`src/hw/rtl/gtdm_pkg.sv`:
```
// ----------------------------------------------------------------------------
// Gas transport delay measurement - shared definitions
// Field widths, sequencer states, phase codes, register indexes, command codes and reset values.
// ----------------------------------------------------------------------------
package gtdm_pkg;

   // Field widths
   localparam int TimeW  = 32;
   localparam int LevelW = 14;
   localparam int FlowW  = 16;
   localparam int SpW    = 10;
   localparam int CntW   = 8;
   localparam int CsrW   = 16;
   localparam int AddrW  = 3;
   localparam int InW    = 64;
   localparam int OutW   = 96;

   // Phase codes reported in the result word
   typedef enum logic [2:0] {
      PH_IDLE   = 3'd0,
      PH_RESET  = 3'd1,
      PH_PURGE  = 3'd2,
      PH_SETTLE = 3'd3,
      PH_TRACK  = 3'd4,
      PH_FLOW   = 3'd5,
      PH_DROP   = 3'd6
   } phase_type;

   // Sequencer states
   typedef enum logic [2:0] {
      ST_IDLE,
      ST_ELAPSED,
      ST_PHASE,
      ST_DELAY,
      ST_SUM,
      ST_DIV,
      ST_FINISH
   } state_type;

   // Register indexes
   localparam logic [AddrW-1:0] REG_PURGE_TIME  = 3'd0;
   localparam logic [AddrW-1:0] REG_PUMP_SETTLE = 3'd1;
   localparam logic [AddrW-1:0] REG_LVL_SETTLE  = 3'd2;
   localparam logic [AddrW-1:0] REG_TARGET      = 3'd3;
   localparam logic [AddrW-1:0] REG_FLOW_THR    = 3'd4;
   localparam logic [AddrW-1:0] REG_DROP_THR    = 3'd5;
   localparam logic [AddrW-1:0] REG_AIR_SP      = 3'd6;
   localparam logic [AddrW-1:0] REG_N2_SP       = 3'd7;

   // Command codes carried in tuser
   localparam logic CMD_START  = 1'b0;
   localparam logic CMD_SAMPLE = 1'b1;

   // Reset values
   localparam logic [15:0]       PURGE_TIME_RST  = 16'd15000;
   localparam logic [15:0]       PUMP_SETTLE_RST = 16'd20000;
   localparam logic [15:0]       LVL_SETTLE_RST  = 16'd10000;
   localparam logic [CntW-1:0]   TARGET_RST      = 8'd5;
   localparam logic [LevelW-1:0] FLOW_THR_RST    = 14'd50;
   localparam logic [LevelW-1:0] DROP_THR_RST    = 14'd150;
   localparam logic [SpW-1:0]    AIR_SP_RST      = 10'd500;
   localparam logic [SpW-1:0]    N2_SP_RST       = 10'd450;
   localparam logic [LevelW-1:0] MIN_LEVEL_RST   = 14'd10000;
   localparam logic [LevelW-1:0] MAX_LEVEL_RST   = 14'd0;
   localparam logic [FlowW-1:0]  PEAK_FLOW_RST   = 16'hD8F0; // minus 10000

endpackage

```
`src/hw/rtl/gas_transport_delay_measurement.sv`:
```
// ----------------------------------------------------------------------------
// Gas transport delay measurement sequencer
// Runs purge, pump settle, level tracking, nitrogen step and arrival timing,
// then reports the truncated mean delay over a run of samples.
// ----------------------------------------------------------------------------
// Usage:
//   req_* : one word per command. req_tuser is the command (start or sample),
//           req_tdata carries the timestamp, gas level and flow reading.
//   rsp_* : exactly one result word per accepted command word.
//   csr_* : register writes, taken at any edge with csr_we high; write only
//           while no command is in progress.
// Sequence: a word runs through a sequencer that shares one 33-bit adder for
//   time differences, limit compares, the delay sum and a restoring division.
//   A start word goes from the accept state straight to ST_FINISH; a sample
//   passes ST_ELAPSED and ST_PHASE for each chained phase, adds ST_DELAY and
//   ST_SUM when it books an arrival, and adds the 32-step division of the
//   delay sum when it ends a run, before ST_FINISH loads the output register.
// Throughput: one word at a time; req_tready is high only while the
//   sequencer is idle.
// Reset: synchronous; registers return to their defaults, phase goes idle.
// Stall: a finished result waits in the output register; the next word is
//   accepted meanwhile, and its own result waits until that one is taken.
// ----------------------------------------------------------------------------
module gas_transport_delay_measurement (
   input  logic                          clock,
   input  logic                          reset,
   // command stream
   input  logic                          req_tvalid,
   output logic                          req_tready,
   input  logic [gtdm_pkg::InW-1:0]      req_tdata,  // now_ms[31:0], gas_level[45:32],
                                                     // flow_level[61:46], zero fill
   input  logic                          req_tuser,  // cmd[0]
   // result stream
   output logic                          rsp_tvalid,
   input  logic                          rsp_tready,
   output logic [gtdm_pkg::OutW-1:0]     rsp_tdata,  // phase[2:0], air_cmd_valid[3],
                                                     // air_setpoint[13:4], n2_cmd_valid[14],
                                                     // n2_setpoint[24:15], sample_done[25],
                                                     // sample_delay_ms[57:26], run_done[58],
                                                     // mean_delay_ms[90:59], zero fill
   // register writes
   input  logic                          csr_we,
   input  logic [gtdm_pkg::AddrW-1:0]    csr_addr,
   input  logic [gtdm_pkg::CsrW-1:0]     csr_wdata
);

   localparam int TW = gtdm_pkg::TimeW;
   localparam int LW = gtdm_pkg::LevelW;
   localparam int FW = gtdm_pkg::FlowW;
   localparam int SW = gtdm_pkg::SpW;
   localparam int CW = gtdm_pkg::CntW;

   // Configuration registers
   logic [15:0]   purge_time_ff, purge_time_in;
   logic [15:0]   pump_settle_ff, pump_settle_in;
   logic [15:0]   lvl_settle_ff, lvl_settle_in;
   logic [CW-1:0] target_ff, target_in;
   logic [LW-1:0] flow_thr_ff, flow_thr_in;
   logic [LW-1:0] drop_thr_ff, drop_thr_in;
   logic [SW-1:0] air_cfg_ff, air_cfg_in;
   logic [SW-1:0] n2_cfg_ff, n2_cfg_in;

   // Sequencer and measurement state
   gtdm_pkg::state_type state_ff, state_in;
   gtdm_pkg::phase_type phase_ff, phase_in;
   logic [LW-1:0]        min_level_ff, min_level_in;
   logic [LW-1:0]        max_level_ff, max_level_in;
   logic signed [FW-1:0] peak_flow_ff, peak_flow_in;
   logic [TW-1:0]        mark_ff, mark_in;
   logic [TW-1:0]        step_ff, step_in;
   logic [CW-1:0]        samples_ff, samples_in;
   logic [TW-1:0]        sum_ff, sum_in;

   // Latched command word
   logic                 cmd_ff, cmd_in;
   logic [TW-1:0]        now_ff, now_in;
   logic [LW-1:0]        level_ff, level_in;
   logic signed [FW-1:0] flow_ff, flow_in;

   // Working result and arithmetic registers
   logic [TW-1:0] elapsed_ff, elapsed_in;
   logic          air_v_ff, air_v_in;
   logic [SW-1:0] air_sp_ff, air_sp_in;
   logic          n2_v_ff, n2_v_in;
   logic [SW-1:0] n2_sp_ff, n2_sp_in;
   logic          s_done_ff, s_done_in;
   logic [TW-1:0] delay_ff, delay_in;
   logic          r_done_ff, r_done_in;
   logic [TW-1:0] quo_ff, quo_in;
   logic [CW-1:0] rem_ff, rem_in;
   logic [4:0]    bit_cnt_ff, bit_cnt_in;

   // Output register
   logic                      rsp_valid_ff, rsp_valid_in;
   logic [gtdm_pkg::OutW-1:0] rsp_data_ff, rsp_data_in;

   // Shared adder
   logic [TW-1:0] alu_a, alu_b;
   logic          alu_sub;
   logic [TW:0]   alu_sum;
   logic [TW-1:0] alu_res;
   logic          alu_co;

   // Helpers
   logic                 req_fire;
   logic [CW:0]          rem_shift;
   logic [CW-1:0]        divisor;
   logic [CW-1:0]        samples_inc;
   logic signed [FW+1:0] flow_goal;
   logic signed [LW:0]   drop_goal;
   logic [15:0]          phase_limit;
   logic [TW-1:0]        mean_out;

   assign req_tready = (state_ff == gtdm_pkg::ST_IDLE);
   assign req_fire   = req_tvalid && req_tready;
   assign rsp_tvalid = rsp_valid_ff;
   assign rsp_tdata  = rsp_data_ff;

   assign divisor     = (target_ff == '0) ? CW'(1) : target_ff;
   assign rem_shift   = {rem_ff, quo_ff[TW-1]};
   assign samples_inc = samples_ff + CW'(1);
   assign flow_goal   = (FW+2)'(peak_flow_ff) + $signed({4'b0, flow_thr_ff});
   assign drop_goal   = $signed({1'b0, min_level_ff}) - $signed({1'b0, drop_thr_ff});
   assign mean_out    = r_done_ff ? quo_ff : '0;

   // Select the limit the current phase compares its elapsed time against
   always_comb begin
      case (phase_ff)
         gtdm_pkg::PH_PURGE:  phase_limit = purge_time_ff;
         gtdm_pkg::PH_SETTLE: phase_limit = pump_settle_ff;
         gtdm_pkg::PH_TRACK:  phase_limit = lvl_settle_ff;
         default:             phase_limit = '0;
      endcase
   end

   // Route operands to the shared adder
   always_comb begin
      case (state_ff)
         gtdm_pkg::ST_ELAPSED: begin
            alu_a = now_ff;     alu_b = mark_ff;           alu_sub = 1'b1;
         end
         gtdm_pkg::ST_PHASE: begin
            alu_a = elapsed_ff; alu_b = TW'(phase_limit);  alu_sub = 1'b1;
         end
         gtdm_pkg::ST_DELAY: begin
            alu_a = now_ff;     alu_b = step_ff;           alu_sub = 1'b1;
         end
         gtdm_pkg::ST_SUM: begin
            alu_a = sum_ff;     alu_b = delay_ff;          alu_sub = 1'b0;
         end
         gtdm_pkg::ST_DIV: begin
            alu_a = TW'(rem_shift); alu_b = TW'(divisor);  alu_sub = 1'b1;
         end
         default: begin
            alu_a = '0;         alu_b = '0;                alu_sub = 1'b0;
         end
      endcase
   end

   // Carry out of a subtraction means no borrow: a >= b
   assign alu_sum = {1'b0, alu_a} + {1'b0, alu_b ^ {TW{alu_sub}}} + (TW+1)'(alu_sub);
   assign alu_res = alu_sum[TW-1:0];
   assign alu_co  = alu_sum[TW];

   // Register writes
   always_comb begin
      purge_time_in  = purge_time_ff;
      pump_settle_in = pump_settle_ff;
      lvl_settle_in  = lvl_settle_ff;
      target_in      = target_ff;
      flow_thr_in    = flow_thr_ff;
      drop_thr_in    = drop_thr_ff;
      air_cfg_in     = air_cfg_ff;
      n2_cfg_in      = n2_cfg_ff;
      if (csr_we) begin
         case (csr_addr)
            gtdm_pkg::REG_PURGE_TIME:  purge_time_in  = csr_wdata;
            gtdm_pkg::REG_PUMP_SETTLE: pump_settle_in = csr_wdata;
            gtdm_pkg::REG_LVL_SETTLE:  lvl_settle_in  = csr_wdata;
            gtdm_pkg::REG_TARGET:      target_in      = csr_wdata[CW-1:0];
            gtdm_pkg::REG_FLOW_THR:    flow_thr_in    = csr_wdata[LW-1:0];
            gtdm_pkg::REG_DROP_THR:    drop_thr_in    = csr_wdata[LW-1:0];
            gtdm_pkg::REG_AIR_SP:      air_cfg_in     = csr_wdata[SW-1:0];
            gtdm_pkg::REG_N2_SP:       n2_cfg_in      = csr_wdata[SW-1:0];
            default: ;
         endcase
      end
   end

   // Sequencer: next state and datapath updates
   always_comb begin
      state_in     = state_ff;
      phase_in     = phase_ff;
      min_level_in = min_level_ff;
      max_level_in = max_level_ff;
      peak_flow_in = peak_flow_ff;
      mark_in      = mark_ff;
      step_in      = step_ff;
      samples_in   = samples_ff;
      sum_in       = sum_ff;
      cmd_in       = cmd_ff;
      now_in       = now_ff;
      level_in     = level_ff;
      flow_in      = flow_ff;
      elapsed_in   = elapsed_ff;
      air_v_in     = air_v_ff;
      air_sp_in    = air_sp_ff;
      n2_v_in      = n2_v_ff;
      n2_sp_in     = n2_sp_ff;
      s_done_in    = s_done_ff;
      delay_in     = delay_ff;
      r_done_in    = r_done_ff;
      quo_in       = quo_ff;
      rem_in       = rem_ff;
      bit_cnt_in   = bit_cnt_ff;
      rsp_valid_in = rsp_valid_ff && !rsp_tready;
      rsp_data_in  = rsp_data_ff;

      case (state_ff)
         // Take a command word and clear the working result
         gtdm_pkg::ST_IDLE: begin
            if (req_fire) begin
               cmd_in    = req_tuser;
               now_in    = req_tdata[TW-1:0];
               level_in  = req_tdata[TW+LW-1:TW];
               flow_in   = req_tdata[TW+LW+FW-1:TW+LW];
               air_v_in  = 1'b0;
               air_sp_in = '0;
               n2_v_in   = 1'b0;
               n2_sp_in  = '0;
               s_done_in = 1'b0;
               delay_in  = '0;
               r_done_in = 1'b0;
               if (req_tuser == gtdm_pkg::CMD_START) begin
                  samples_in = '0;
                  sum_in     = '0;
                  phase_in   = gtdm_pkg::PH_RESET;
                  state_in   = gtdm_pkg::ST_FINISH;
               end else begin
                  state_in = gtdm_pkg::ST_ELAPSED;
               end
            end
         end

         // Time since the last mark
         gtdm_pkg::ST_ELAPSED: begin
            elapsed_in = alu_res;
            state_in   = gtdm_pkg::ST_PHASE;
         end

         // Evaluate one phase; chained phases loop back through ST_ELAPSED
         gtdm_pkg::ST_PHASE: begin
            state_in = gtdm_pkg::ST_FINISH;
            case (phase_ff)
               gtdm_pkg::PH_RESET: begin
                  min_level_in = gtdm_pkg::MIN_LEVEL_RST;
                  max_level_in = gtdm_pkg::MAX_LEVEL_RST;
                  peak_flow_in = gtdm_pkg::PEAK_FLOW_RST;
                  mark_in      = now_ff;
                  air_v_in     = 1'b1;
                  air_sp_in    = air_cfg_ff;
                  phase_in     = gtdm_pkg::PH_PURGE;
                  state_in     = gtdm_pkg::ST_ELAPSED;
               end
               gtdm_pkg::PH_PURGE: begin
                  if (alu_co) begin
                     air_v_in  = 1'b1;
                     air_sp_in = '0;
                     mark_in   = now_ff;
                     phase_in  = gtdm_pkg::PH_SETTLE;
                     state_in  = gtdm_pkg::ST_ELAPSED;
                  end
               end
               gtdm_pkg::PH_SETTLE: begin
                  if (alu_co) begin
                     mark_in  = now_ff;
                     phase_in = gtdm_pkg::PH_TRACK;
                     state_in = gtdm_pkg::ST_ELAPSED;
                  end
               end
               gtdm_pkg::PH_TRACK: begin
                  if (flow_ff > peak_flow_ff) begin
                     peak_flow_in = flow_ff;
                  end
                  if (level_ff > max_level_ff) begin
                     max_level_in = level_ff;
                     mark_in      = now_ff;
                  end
                  if (level_ff < min_level_ff) begin
                     min_level_in = level_ff;
                     mark_in      = now_ff;
                  end else if ((level_ff > max_level_ff) ? (lvl_settle_ff == '0) : alu_co)
                  begin
                     // a new maximum restarts the steady time from zero
                     n2_v_in  = 1'b1;
                     n2_sp_in = n2_cfg_ff;
                     phase_in = gtdm_pkg::PH_FLOW;
                  end
               end
               gtdm_pkg::PH_FLOW: begin
                  if ((FW+2)'(flow_ff) >= flow_goal) begin
                     step_in  = now_ff;
                     phase_in = gtdm_pkg::PH_DROP;
                  end
               end
               gtdm_pkg::PH_DROP: begin
                  if ($signed({1'b0, level_ff}) <= drop_goal) begin
                     state_in = gtdm_pkg::ST_DELAY;
                  end
               end
               default: ;
            endcase
         end

         // Delay of this sample
         gtdm_pkg::ST_DELAY: begin
            delay_in = alu_res;
            state_in = gtdm_pkg::ST_SUM;
         end

         // Accumulate, count, and start the division on the last sample
         gtdm_pkg::ST_SUM: begin
            sum_in     = alu_res;
            n2_v_in    = 1'b1;
            n2_sp_in   = '0;
            s_done_in  = 1'b1;
            samples_in = samples_inc;
            if (samples_inc < target_ff) begin
               phase_in = gtdm_pkg::PH_RESET;
               state_in = gtdm_pkg::ST_FINISH;
            end else begin
               phase_in   = gtdm_pkg::PH_IDLE;
               r_done_in  = 1'b1;
               quo_in     = alu_res;
               rem_in     = '0;
               bit_cnt_in = '1;
               state_in   = gtdm_pkg::ST_DIV;
            end
         end

         // Restoring division, one quotient bit a cycle
         gtdm_pkg::ST_DIV: begin
            quo_in     = {quo_ff[TW-2:0], alu_co};
            rem_in     = alu_co ? alu_res[CW-1:0] : rem_shift[CW-1:0];
            bit_cnt_in = bit_cnt_ff - 5'd1;
            if (bit_cnt_ff == '0) begin
               state_in = gtdm_pkg::ST_FINISH;
            end
         end

         // Hand the result to the output register once it is free
         gtdm_pkg::ST_FINISH: begin
            if (!rsp_valid_ff || rsp_tready) begin
               rsp_valid_in = 1'b1;
               rsp_data_in  = {5'b0, mean_out, r_done_ff, delay_ff, s_done_ff,
                               n2_sp_ff, n2_v_ff, air_sp_ff, air_v_ff, phase_in};
               state_in     = gtdm_pkg::ST_IDLE;
            end
         end

         default: state_in = gtdm_pkg::ST_IDLE;
      endcase
   end

   // Control and measurement state
   always_ff @(posedge clock) begin
      if (reset) begin
         purge_time_ff  <= gtdm_pkg::PURGE_TIME_RST;
         pump_settle_ff <= gtdm_pkg::PUMP_SETTLE_RST;
         lvl_settle_ff  <= gtdm_pkg::LVL_SETTLE_RST;
         target_ff      <= gtdm_pkg::TARGET_RST;
         flow_thr_ff    <= gtdm_pkg::FLOW_THR_RST;
         drop_thr_ff    <= gtdm_pkg::DROP_THR_RST;
         air_cfg_ff     <= gtdm_pkg::AIR_SP_RST;
         n2_cfg_ff      <= gtdm_pkg::N2_SP_RST;
         state_ff       <= gtdm_pkg::ST_IDLE;
         phase_ff       <= gtdm_pkg::PH_IDLE;
         min_level_ff   <= gtdm_pkg::MIN_LEVEL_RST;
         max_level_ff   <= gtdm_pkg::MAX_LEVEL_RST;
         peak_flow_ff   <= gtdm_pkg::PEAK_FLOW_RST;
         mark_ff        <= '0;
         step_ff        <= '0;
         samples_ff     <= '0;
         sum_ff         <= '0;
         rsp_valid_ff   <= 1'b0;
      end else begin
         purge_time_ff  <= purge_time_in;
         pump_settle_ff <= pump_settle_in;
         lvl_settle_ff  <= lvl_settle_in;
         target_ff      <= target_in;
         flow_thr_ff    <= flow_thr_in;
         drop_thr_ff    <= drop_thr_in;
         air_cfg_ff     <= air_cfg_in;
         n2_cfg_ff      <= n2_cfg_in;
         state_ff       <= state_in;
         phase_ff       <= phase_in;
         min_level_ff   <= min_level_in;
         max_level_ff   <= max_level_in;
         peak_flow_ff   <= peak_flow_in;
         mark_ff        <= mark_in;
         step_ff        <= step_in;
         samples_ff     <= samples_in;
         sum_ff         <= sum_in;
         rsp_valid_ff   <= rsp_valid_in;
      end
   end

   // Payload registers
   always_ff @(posedge clock) begin
      cmd_ff      <= cmd_in;
      now_ff      <= now_in;
      level_ff    <= level_in;
      flow_ff     <= flow_in;
      elapsed_ff  <= elapsed_in;
      air_v_ff    <= air_v_in;
      air_sp_ff   <= air_sp_in;
      n2_v_ff     <= n2_v_in;
      n2_sp_ff    <= n2_sp_in;
      s_done_ff   <= s_done_in;
      delay_ff    <= delay_in;
      r_done_ff   <= r_done_in;
      quo_ff      <= quo_in;
      rem_ff      <= rem_in;
      bit_cnt_ff  <= bit_cnt_in;
      rsp_data_ff <= rsp_data_in;
   end

   // A start word never enters the phase arithmetic
   a_start_short: assert property (@(posedge clock) disable iff (reset)
      (state_ff == gtdm_pkg::ST_ELAPSED) |-> (cmd_ff == gtdm_pkg::CMD_SAMPLE))
      else $error("start word reached the phase evaluation");

   // The division only runs for the word that ends a run
   a_div_run_done: assert property (@(posedge clock) disable iff (reset)
      (state_ff == gtdm_pkg::ST_DIV) |-> (r_done_ff && s_done_ff))
      else $error("division running without a completed run");

   // A finished run reports a completed sample and returns to idle
   a_run_done_idle: assert property (@(posedge clock) disable iff (reset)
      (rsp_valid_ff && rsp_data_ff[58]) |->
         (rsp_data_ff[25] && (rsp_data_ff[2:0] == gtdm_pkg::PH_IDLE)))
      else $error("run done without sample done or idle phase");

   // The sequencer is busy the cycle after it takes a word
   a_busy_after_accept: assert property (@(posedge clock) disable iff (reset)
      req_fire |=> !req_tready)
      else $error("sequencer ready straight after accepting a word");

endmodule

```
`config.mk`:
```
export PLATFORM = sky130hd
export DESIGN_NAME = gas_transport_delay_measurement
export DESIGN_NICKNAME = d
export VERILOG_FILES = /design/src/hw/rtl/gtdm_pkg.sv /design/src/hw/rtl/gas_transport_delay_measurement.sv
export SDC_FILE = /design/constraint.sdc
export NUM_CORES = 1
export LEC_CHECK = 0
export BUFFER_PORTS_ARGS = -buffer_cell sky130_fd_sc_hd__buf_2
export CAP_MARGIN = 20
export CELL_PAD_IN_SITES_DETAIL_PLACEMENT = 0
export CELL_PAD_IN_SITES_GLOBAL_PLACEMENT = 1
export CORE_UTILIZATION = 31
export DETAILED_ROUTE_END_ITERATION = 8
export PLACE_DENSITY = 0.68
export REMOVE_ABC_BUFFERS = 1
export SYNTH_ARGS = -nofsm -noshare
export SYNTH_HDL_FRONTEND = slang
export SYNTH_SLANG_ARGS = --single-unit
```
`constraint.sdc`:
```
create_clock -name clock -period 16.3 [get_ports clock]
set_input_delay 3.26 -clock clock [delete_from_list [all_inputs] [get_ports clock]]
set_output_delay 3.26 -clock clock [all_outputs]
set_load 0.05 [all_outputs]
```
### Yosys cells after proc, flatten, opt, wreduce, memory -nomap -nowiden

Cells that the tools add are included.

| storage, ports and cells | value |
|---|---|
| register bits | 545 |
| latch bits | 0 |
| memory bits (writable) | 0 |
| memory bits (read-only) | 0 |
| input bits | 89 |
| output and inout port bits | 98 |
| memories | 0 |

| operators by class | value |
|---|---|
| $add $sub $neg | 6 |
| $mul | 0 |
| div/mod/pow operators | 0 |
| $lt $le $gt $ge | 6 |
| eq/ne operators | 39 |
| shifts and indexed selects | 0 |
| muxes and demuxes | 71 |
| bitwise operators | 1 |
| reduce and logical (&&, ||, !) cells | 44 |

Operator list:

| kind | number |
|---|---|
| $mux 32 | 7 |
| $pmux 32 s2 | 3 |
| $pmux 32 s5 | 1 |
| $pmux 32 s4 | 1 |
| $pmux 32 s3 | 1 |
| $pmux 14 s2 | 2 |
| $mux 10 | 5 |
| $pmux 16 s3 | 1 |
| $mux 8 | 5 |
| $pmux 10 s2 | 2 |
| $mux 3 | 13 |
| $add 32x32->33 | 1 |
| $add 33x1->33 | 1 |
| $pmux 16 s2 | 1 |
| $pmux 8 s2 | 2 |
| $xor 32x32->32 | 1 |
| $eq 3x3->1 const B | 10 |
| $pmux 10 s3 | 1 |
| $mux 14 | 2 |
| $reduce_and 2->1 | 13 |
| $pmux 3 s7 | 1 |
| $reduce_and 3->1 | 7 |
| $eq 3x2->1 const B | 6 |
| $ne 2x2->1 const B | 9 |
| other kinds (38) | 71 |

### Logic depth before layout (Yosys ltp)

| depth | value |
|---|---|
| depth after elaboration | 11 |
| gate-level depth with buffers | 23 |
| mapped depth without buffers | 22 |

### Worst setup path after synthesis

Ideal clock, no wire load.

| path | value |
|---|---|
| kind | input to register |
| start | in rsp_tready |
| end | reg rsp_data_ff, in the netlist rsp_tdata[0], enable pin |
| data arrival time | 5.606 ns |
| required time | 15.840 ns |
| slack | 10.233 ns |
| stages on the path | 2 |
| buffers on the path | 0 |
| cell sequence | nand2b_1 -> and3_1 |

| between the ends | value |
|---|---|
| longest elaborated chain between the ends | 2 |

RTL lines:

| element | RTL line | source |
|---|---|---|
| from (decl) | gas_transport_delay_measurement.sv:35 | `input logic rsp_tready,` |
| $logic_or 1x1->1 | gas_transport_delay_measurement.sv:353 | `if (!rsp_valid_ff \|\| rsp_tready) begin` |
| $reduce_and 2->1 (no line) | n/a |  |
| to (signal assigned) | gas_transport_delay_measurement.sv:425 | `rsp_data_ff <= rsp_data_in;` |
| to (decl) | gas_transport_delay_measurement.sv:95 | `logic [gtdm_pkg::OutW-1:0] rsp_data_ff, rsp_data_in;` |

No other way between the ends.
A chain may end at the register's enable or synchronous reset.

### Final worst setup path

| path | value |
|---|---|
| start | reg state_ff[2] |
| end | reg n2_sp_ff[3], enable pin |

| between the ends | value |
|---|---|
| longest elaborated chain between the ends | 9 |
| elaborated cells between the ends (all ways) | 22 |
| those cells by class | add/sub (2); eq/ne (9); mux (4); bitwise (1); reduce/logical (6) |

RTL lines:

| element | RTL line | source |
|---|---|---|
| from (decl) | gas_transport_delay_measurement.sv:64 | `gtdm_pkg::state_type state_ff, state_in;` |
| from (signal assigned) | gas_transport_delay_measurement.sv:376 | `state_ff <= gtdm_pkg::ST_IDLE;` |
| from (signal assigned) | gas_transport_delay_measurement.sv:395 | `state_ff <= state_in;` |
| $eq 3x3->1 (tied with other cells) | gas_transport_delay_measurement.sv:138 | `case (state_ff)` |
| $reduce_or 4->1 (no line) | n/a |  |
| $mux 1 | gas_transport_delay_measurement.sv:138 |  |
| $xor 32x32->32 | gas_transport_delay_measurement.sv:161 | `assign alu_sum = {1'b0, alu_a} + {1'b0, alu_b ^ {TW{alu_sub}}} + (TW+1)'(alu_sub);` |
| $add 32x32->33 | gas_transport_delay_measurement.sv:161 |  |
| $add 33x1->33 | gas_transport_delay_measurement.sv:161 |  |
| $mux 1 | gas_transport_delay_measurement.sv:292 | `end else if ((level_ff > max_level_ff) ? (lvl_settle_ff == '0) : alu_co)` |
| $ne 2x2->1 (no line) | n/a |  |
| $reduce_and 5->1 (no line) * | n/a |  |
| to (signal assigned) | gas_transport_delay_measurement.sv:418 | `n2_sp_ff <= n2_sp_in;` |
| to (decl) | gas_transport_delay_measurement.sv:85 | `logic [SW-1:0] n2_sp_ff, n2_sp_in;` |

Every way passes the cells marked *; elsewhere a longest branch is shown, timed or not.

==> metrics.md <==
| Metric | Value |
|---|---|
| Worst path cell trace | nor2b_1 -> nand2_2 -> clkinv_1 -> a21oi_1 -> a21o_1 -> inv_1 -> fa_1 -> nor2b_1 -> o21a_1 -> o21ai_2 -> a211oi_2 -> a41oi_4 -> o31ai_4 -> o41a_1 -> buf_4 -> a21oi_1 -> a211oi_2 |
| Post-synthesis mux area share | 0.0582 |
| Largest net degree at the start of global routing | between 80 and 90 |
| EDFF count, synth | 286 |
| Pins Over Slew Limit | 0 |
| Final period utilization | 0.431 |
| Vias in the first global route | 18800 |
| Area growth syn-to-layout | 15.9% |
| Main combinational cell family by area after synthesis | simple AND/OR/NAND/NOR gates |
| Hold-fix buffers, CTS | 0 |
| Final Critical Period | between 7 and 8 ns |
| Share of cells above drive strength 1 | 0.133 |
| Fraction of the mapped netlist area in simple logic gates | 0.160 |
| Final setup viols | 0 |
| Worst setup path endpoint | n2_sp_ff[3]$_SDFFCE_PP0P_ |
| Worst hold path type | reg2reg |
| Die Wd | between 200 and 300 um |
| CORE AREA | between 80000 and 90000 um2 |
| Synth Area in XOR/XNOR | 0.0194 |
| CTS clock-pin slew for the worst setup and hold paths | roughly 0.060 ns |
| Tot GR Track Use | 0.173 |
| Worst Path Arrival | 7.23 ns |
| Grt total ovfl | 0 |
| Setup bufs post-CTS | 0 |
| Port bufs | roughly 180 |
| Leakage | approximately 12 nW |
| Clock buffer depth | 3 |
| Pwr per Cell Area | 180 nW/um2 |
| CTS tree | built |
| Delay-heaviest family, CP | compound AO/OA/AOI/OAI gates |
| Mapped cell area | around 27000 um2 |
| Number of synthesized register bits | about 550 |
| Critical Path Fanout Max | 33 |
| Status | completed |
| Tot Pwr | around 5.5 mW |
| Adder-cell share of the synthesized area | 0.0690 |
| Synthesized instance count | between 2000 and 3000 |
| Synth Flop Type | edfxtp_1 |
| Initial antenna violation count | 4 |
| Vias per cell | ~5 |
| Die area | 87000 um2 |
| Fin Setup TNS | 0 ns |
| Rows | around 110 |
| Worst VDD drop | approximately 0.000075 V |
| Final GP Congestion | approximately 0.84 |
| DR pass1 iterations | 7 |
| Max Cap Violations | 0 |
| CTS Buf Count | 66 |
| CP startpoint kind | flop |
| H-tree depth | 3 |
| DR iter-0 viols | 1362 |
| Die Y | 295 um |
| Avg Cell Area, Syn | between 10 and 15 um2 |
| Warnings, synthesis | 0 |
| Layout Skew | between 0.04 and 0.05 ns |
| Via count | between 15000 and 20000 |
| Slew margin rel. | 0.295 |
| Routed Antenna Nets | 0 |
| Synth async-reset ratio | 0 |
| Slowest-stage cell, CP | dfxtp_2 |
| Max Clk Rate | 142 MHz |
| Compound-Gate Fraction of Synth Area | 0.136 |
| RSZ-0062 raised after global routing | no |
| Worst-skew pair later-pin latency | 0.62 ns |
| Reg-to-reg critical path endpoint | n2_sp_ff[3]$_SDFFCE_PP0P_ |
| Crit end category | flop |
| Worst path required time | 16.51 ns |
| Final hold viol count | 0 |
| Final WS setup | about 9.3 ns |
| Pre-CTS worst setup slack | between 9 and 10 ns |
| Reg2reg path depth | 17 |
| Crit path buffers/inverters | 3 |
| Register area | roughly 14000 um2 |
| Worst path max stage delay | roughly 0.94 ns |
| # DRC | 0 |
| WL/cell | about 19 um |
| R2r setup slk | 9.28 ns |
| CP Depth | 17 |
| Final nets | about 3000 |
| RR Startpoint | state_ff[2]$_SDFFE_PP0P_ |
| Initial Util | 0.313 |
| DRT Wirelength | ~76 mm |
| Crit Path Category | reg2reg |
| Num ports | around 190 |
| Seq/Total Area, Yosys | 0.518 |
| Global-route wire length before repair | 115 mm |
| Post-DP HPWL | about 50 mm |
| # resized after CTS | 0 |
| Worst-margin pin slew | roughly 1.1 ns |
| CTS Sinks | about 550 |
| Root buf cell | clkbuf_16 |
| CP startpoint | state_ff[2]$_SDFFE_PP0P_ |
| Multi-input logic area | 11800 um2 |
| Post-synthesis cell type count | 82 |
| Fillers | between 8000 and 9000 |
how the worst min path moves through the flow:
stage                               startpoint                      end  slack (ns)  cells after the start
CTS                 air_sp_ff[9]$_SDFFCE_PP0P_  rsp_tdata[13]$_DFFE_PP_        0.42                      0
floorplan           air_sp_ff[6]$_SDFFCE_PP0P_  rsp_tdata[10]$_DFFE_PP_        0.40                      0
finish               n2_sp_ff[7]$_SDFFCE_PP0P_  rsp_tdata[22]$_DFFE_PP_        0.42                      0
global placement    air_sp_ff[5]$_SDFFCE_PP0P_   rsp_tdata[9]$_DFFE_PP_        0.40                      0
detailed placement  air_sp_ff[6]$_SDFFCE_PP0P_  rsp_tdata[10]$_DFFE_PP_        0.40                      0
global route        air_sp_ff[6]$_SDFFCE_PP0P_  rsp_tdata[10]$_DFFE_PP_        0.42                      0
kinds of logic after synthesis:
family	after synthesis
simple gates	911
compound gates	563
flops	545
buf+inv	259
mux	151
fa+ha+maj	145
xor+xnor	58
other cells	1
per-stage QoR:
step	instances	cell area [um2]	utilization	hold WS [ns]
2_1_floorplan	2492	26000	-	0.400
3_3_place_gp	3854	28700	0.337	0.403
3_5_place_dp	3854	28700	0.337	0.405
4_1_cts	3976	30800	0.362	0.419
5_1_grt	3977	30800	0.362	0.421
6_report	3978	30900	0.362	0.416
state kept, by name, summed over array words and instances (netlist names), 16 cells and up:
register / count
delay_ff: 32
elapsed_ff: 32
flow_ff: 16
lvl_settle_ff: 16
mark_ff: 32
now_ff: 32
peak_flow_ff: 16
pump_settle_ff: 16
purge_time_ff: 16
quo_ff: 32
rsp_tdata: 91
step_ff: 32
sum_ff: 32
layout by cell type (no fill, tap or decap), types with 23 or more instances in the layout:
master     count
nand2_1      349
edfxtp_1     286
dfxtp_1      256
nor2_1       226
buf_2        178
a21oi_1      173
ha_1         142
mux2i_1      136
o21ai_0      135
inv_1        110
and2_1        80
clkbuf_16     68
a22oi_1       57
a21o_1        47
nand2b_1      41
buf_4         39
nand3b_1      37
and3_1        34
nor3_1        32
xnor2_1       31
nor2b_1       30
nand3_1       29
xor2_1        26
o21bai_1      23
a211oi_1      23
synthesized netlist by cell type (8+ instances only):
cell type    n  share of area
dfxtp_1    259           0.19
xnor2_1     31          0.010
edfxtp_1   286           0.32
mux2i_1    136          0.051
nand3_1     29         0.0055
o21bai_1    23         0.0065
nor2b_1     31         0.0073
ha_1       142          0.067
clkbuf_1   106          0.015
o21a_1      16         0.0045
nand4_1     20         0.0047
and2_1      80          0.019
nor4_1       8         0.0019
a22o_1       9         0.0030
and3_1      35         0.0082
inv_1      111          0.016
a21o_1      47          0.013
nand2_1    349          0.049
a211oi_1    24         0.0068
nand3b_1    37          0.010
xor2_1      26         0.0086
nor3_1      34         0.0064
a22oi_1     57          0.016
mux2_2      12         0.0051
buf_1       14         0.0020
a21oi_1    173          0.033
nand2b_1    41         0.0096
o21ai_0    135          0.025
a211o_1     11         0.0036
nor2_1     227          0.032
final cells by class:
| cell class | count | area share |
|---|---|---|
| diodes | 1 | 0.0000811 |
| clock inverters | 36 | 0.00969 |
| flip-flops and latches | 545 | 0.447 |
| well taps | 1144 | 0.0464 |
| multi-input cells | 1833 | 0.384 |
| repair buffers | 219 | 0.0397 |
| inverters | 114 | 0.0139 |
| clock buffers | 86 | 0.0599 |
worst register-to-register path: cells and delay by family (launching register included):
| kind | cells | cell delay [ns] |
|---|---|---|
| compound gates | 10 | 3.02 |
| buf+inv | 3 | 1.16 |
| simple gates | 3 | 1.07 |
| flops | 1 | 0.94 |
| fa+ha+maj | 1 | 0.43 |
report_power, final:
group          switching [mW]  internal, mW
Clock                   0.606         0.855
Combinational            1.36         0.663
Sequential              0.194          1.87
Total                    2.16          3.39
routing by layer:
metal,up-vias,part of all wire,track usage
met5,-,0.00030,0
met4,4,0.015,0.0415
met3,72,0.055,0.0278
met2,448,0.46,0.277
met1,9382,0.47,0.244
li1,9601,-,-
Note: power is estimated with default switching activity, not from simulation.
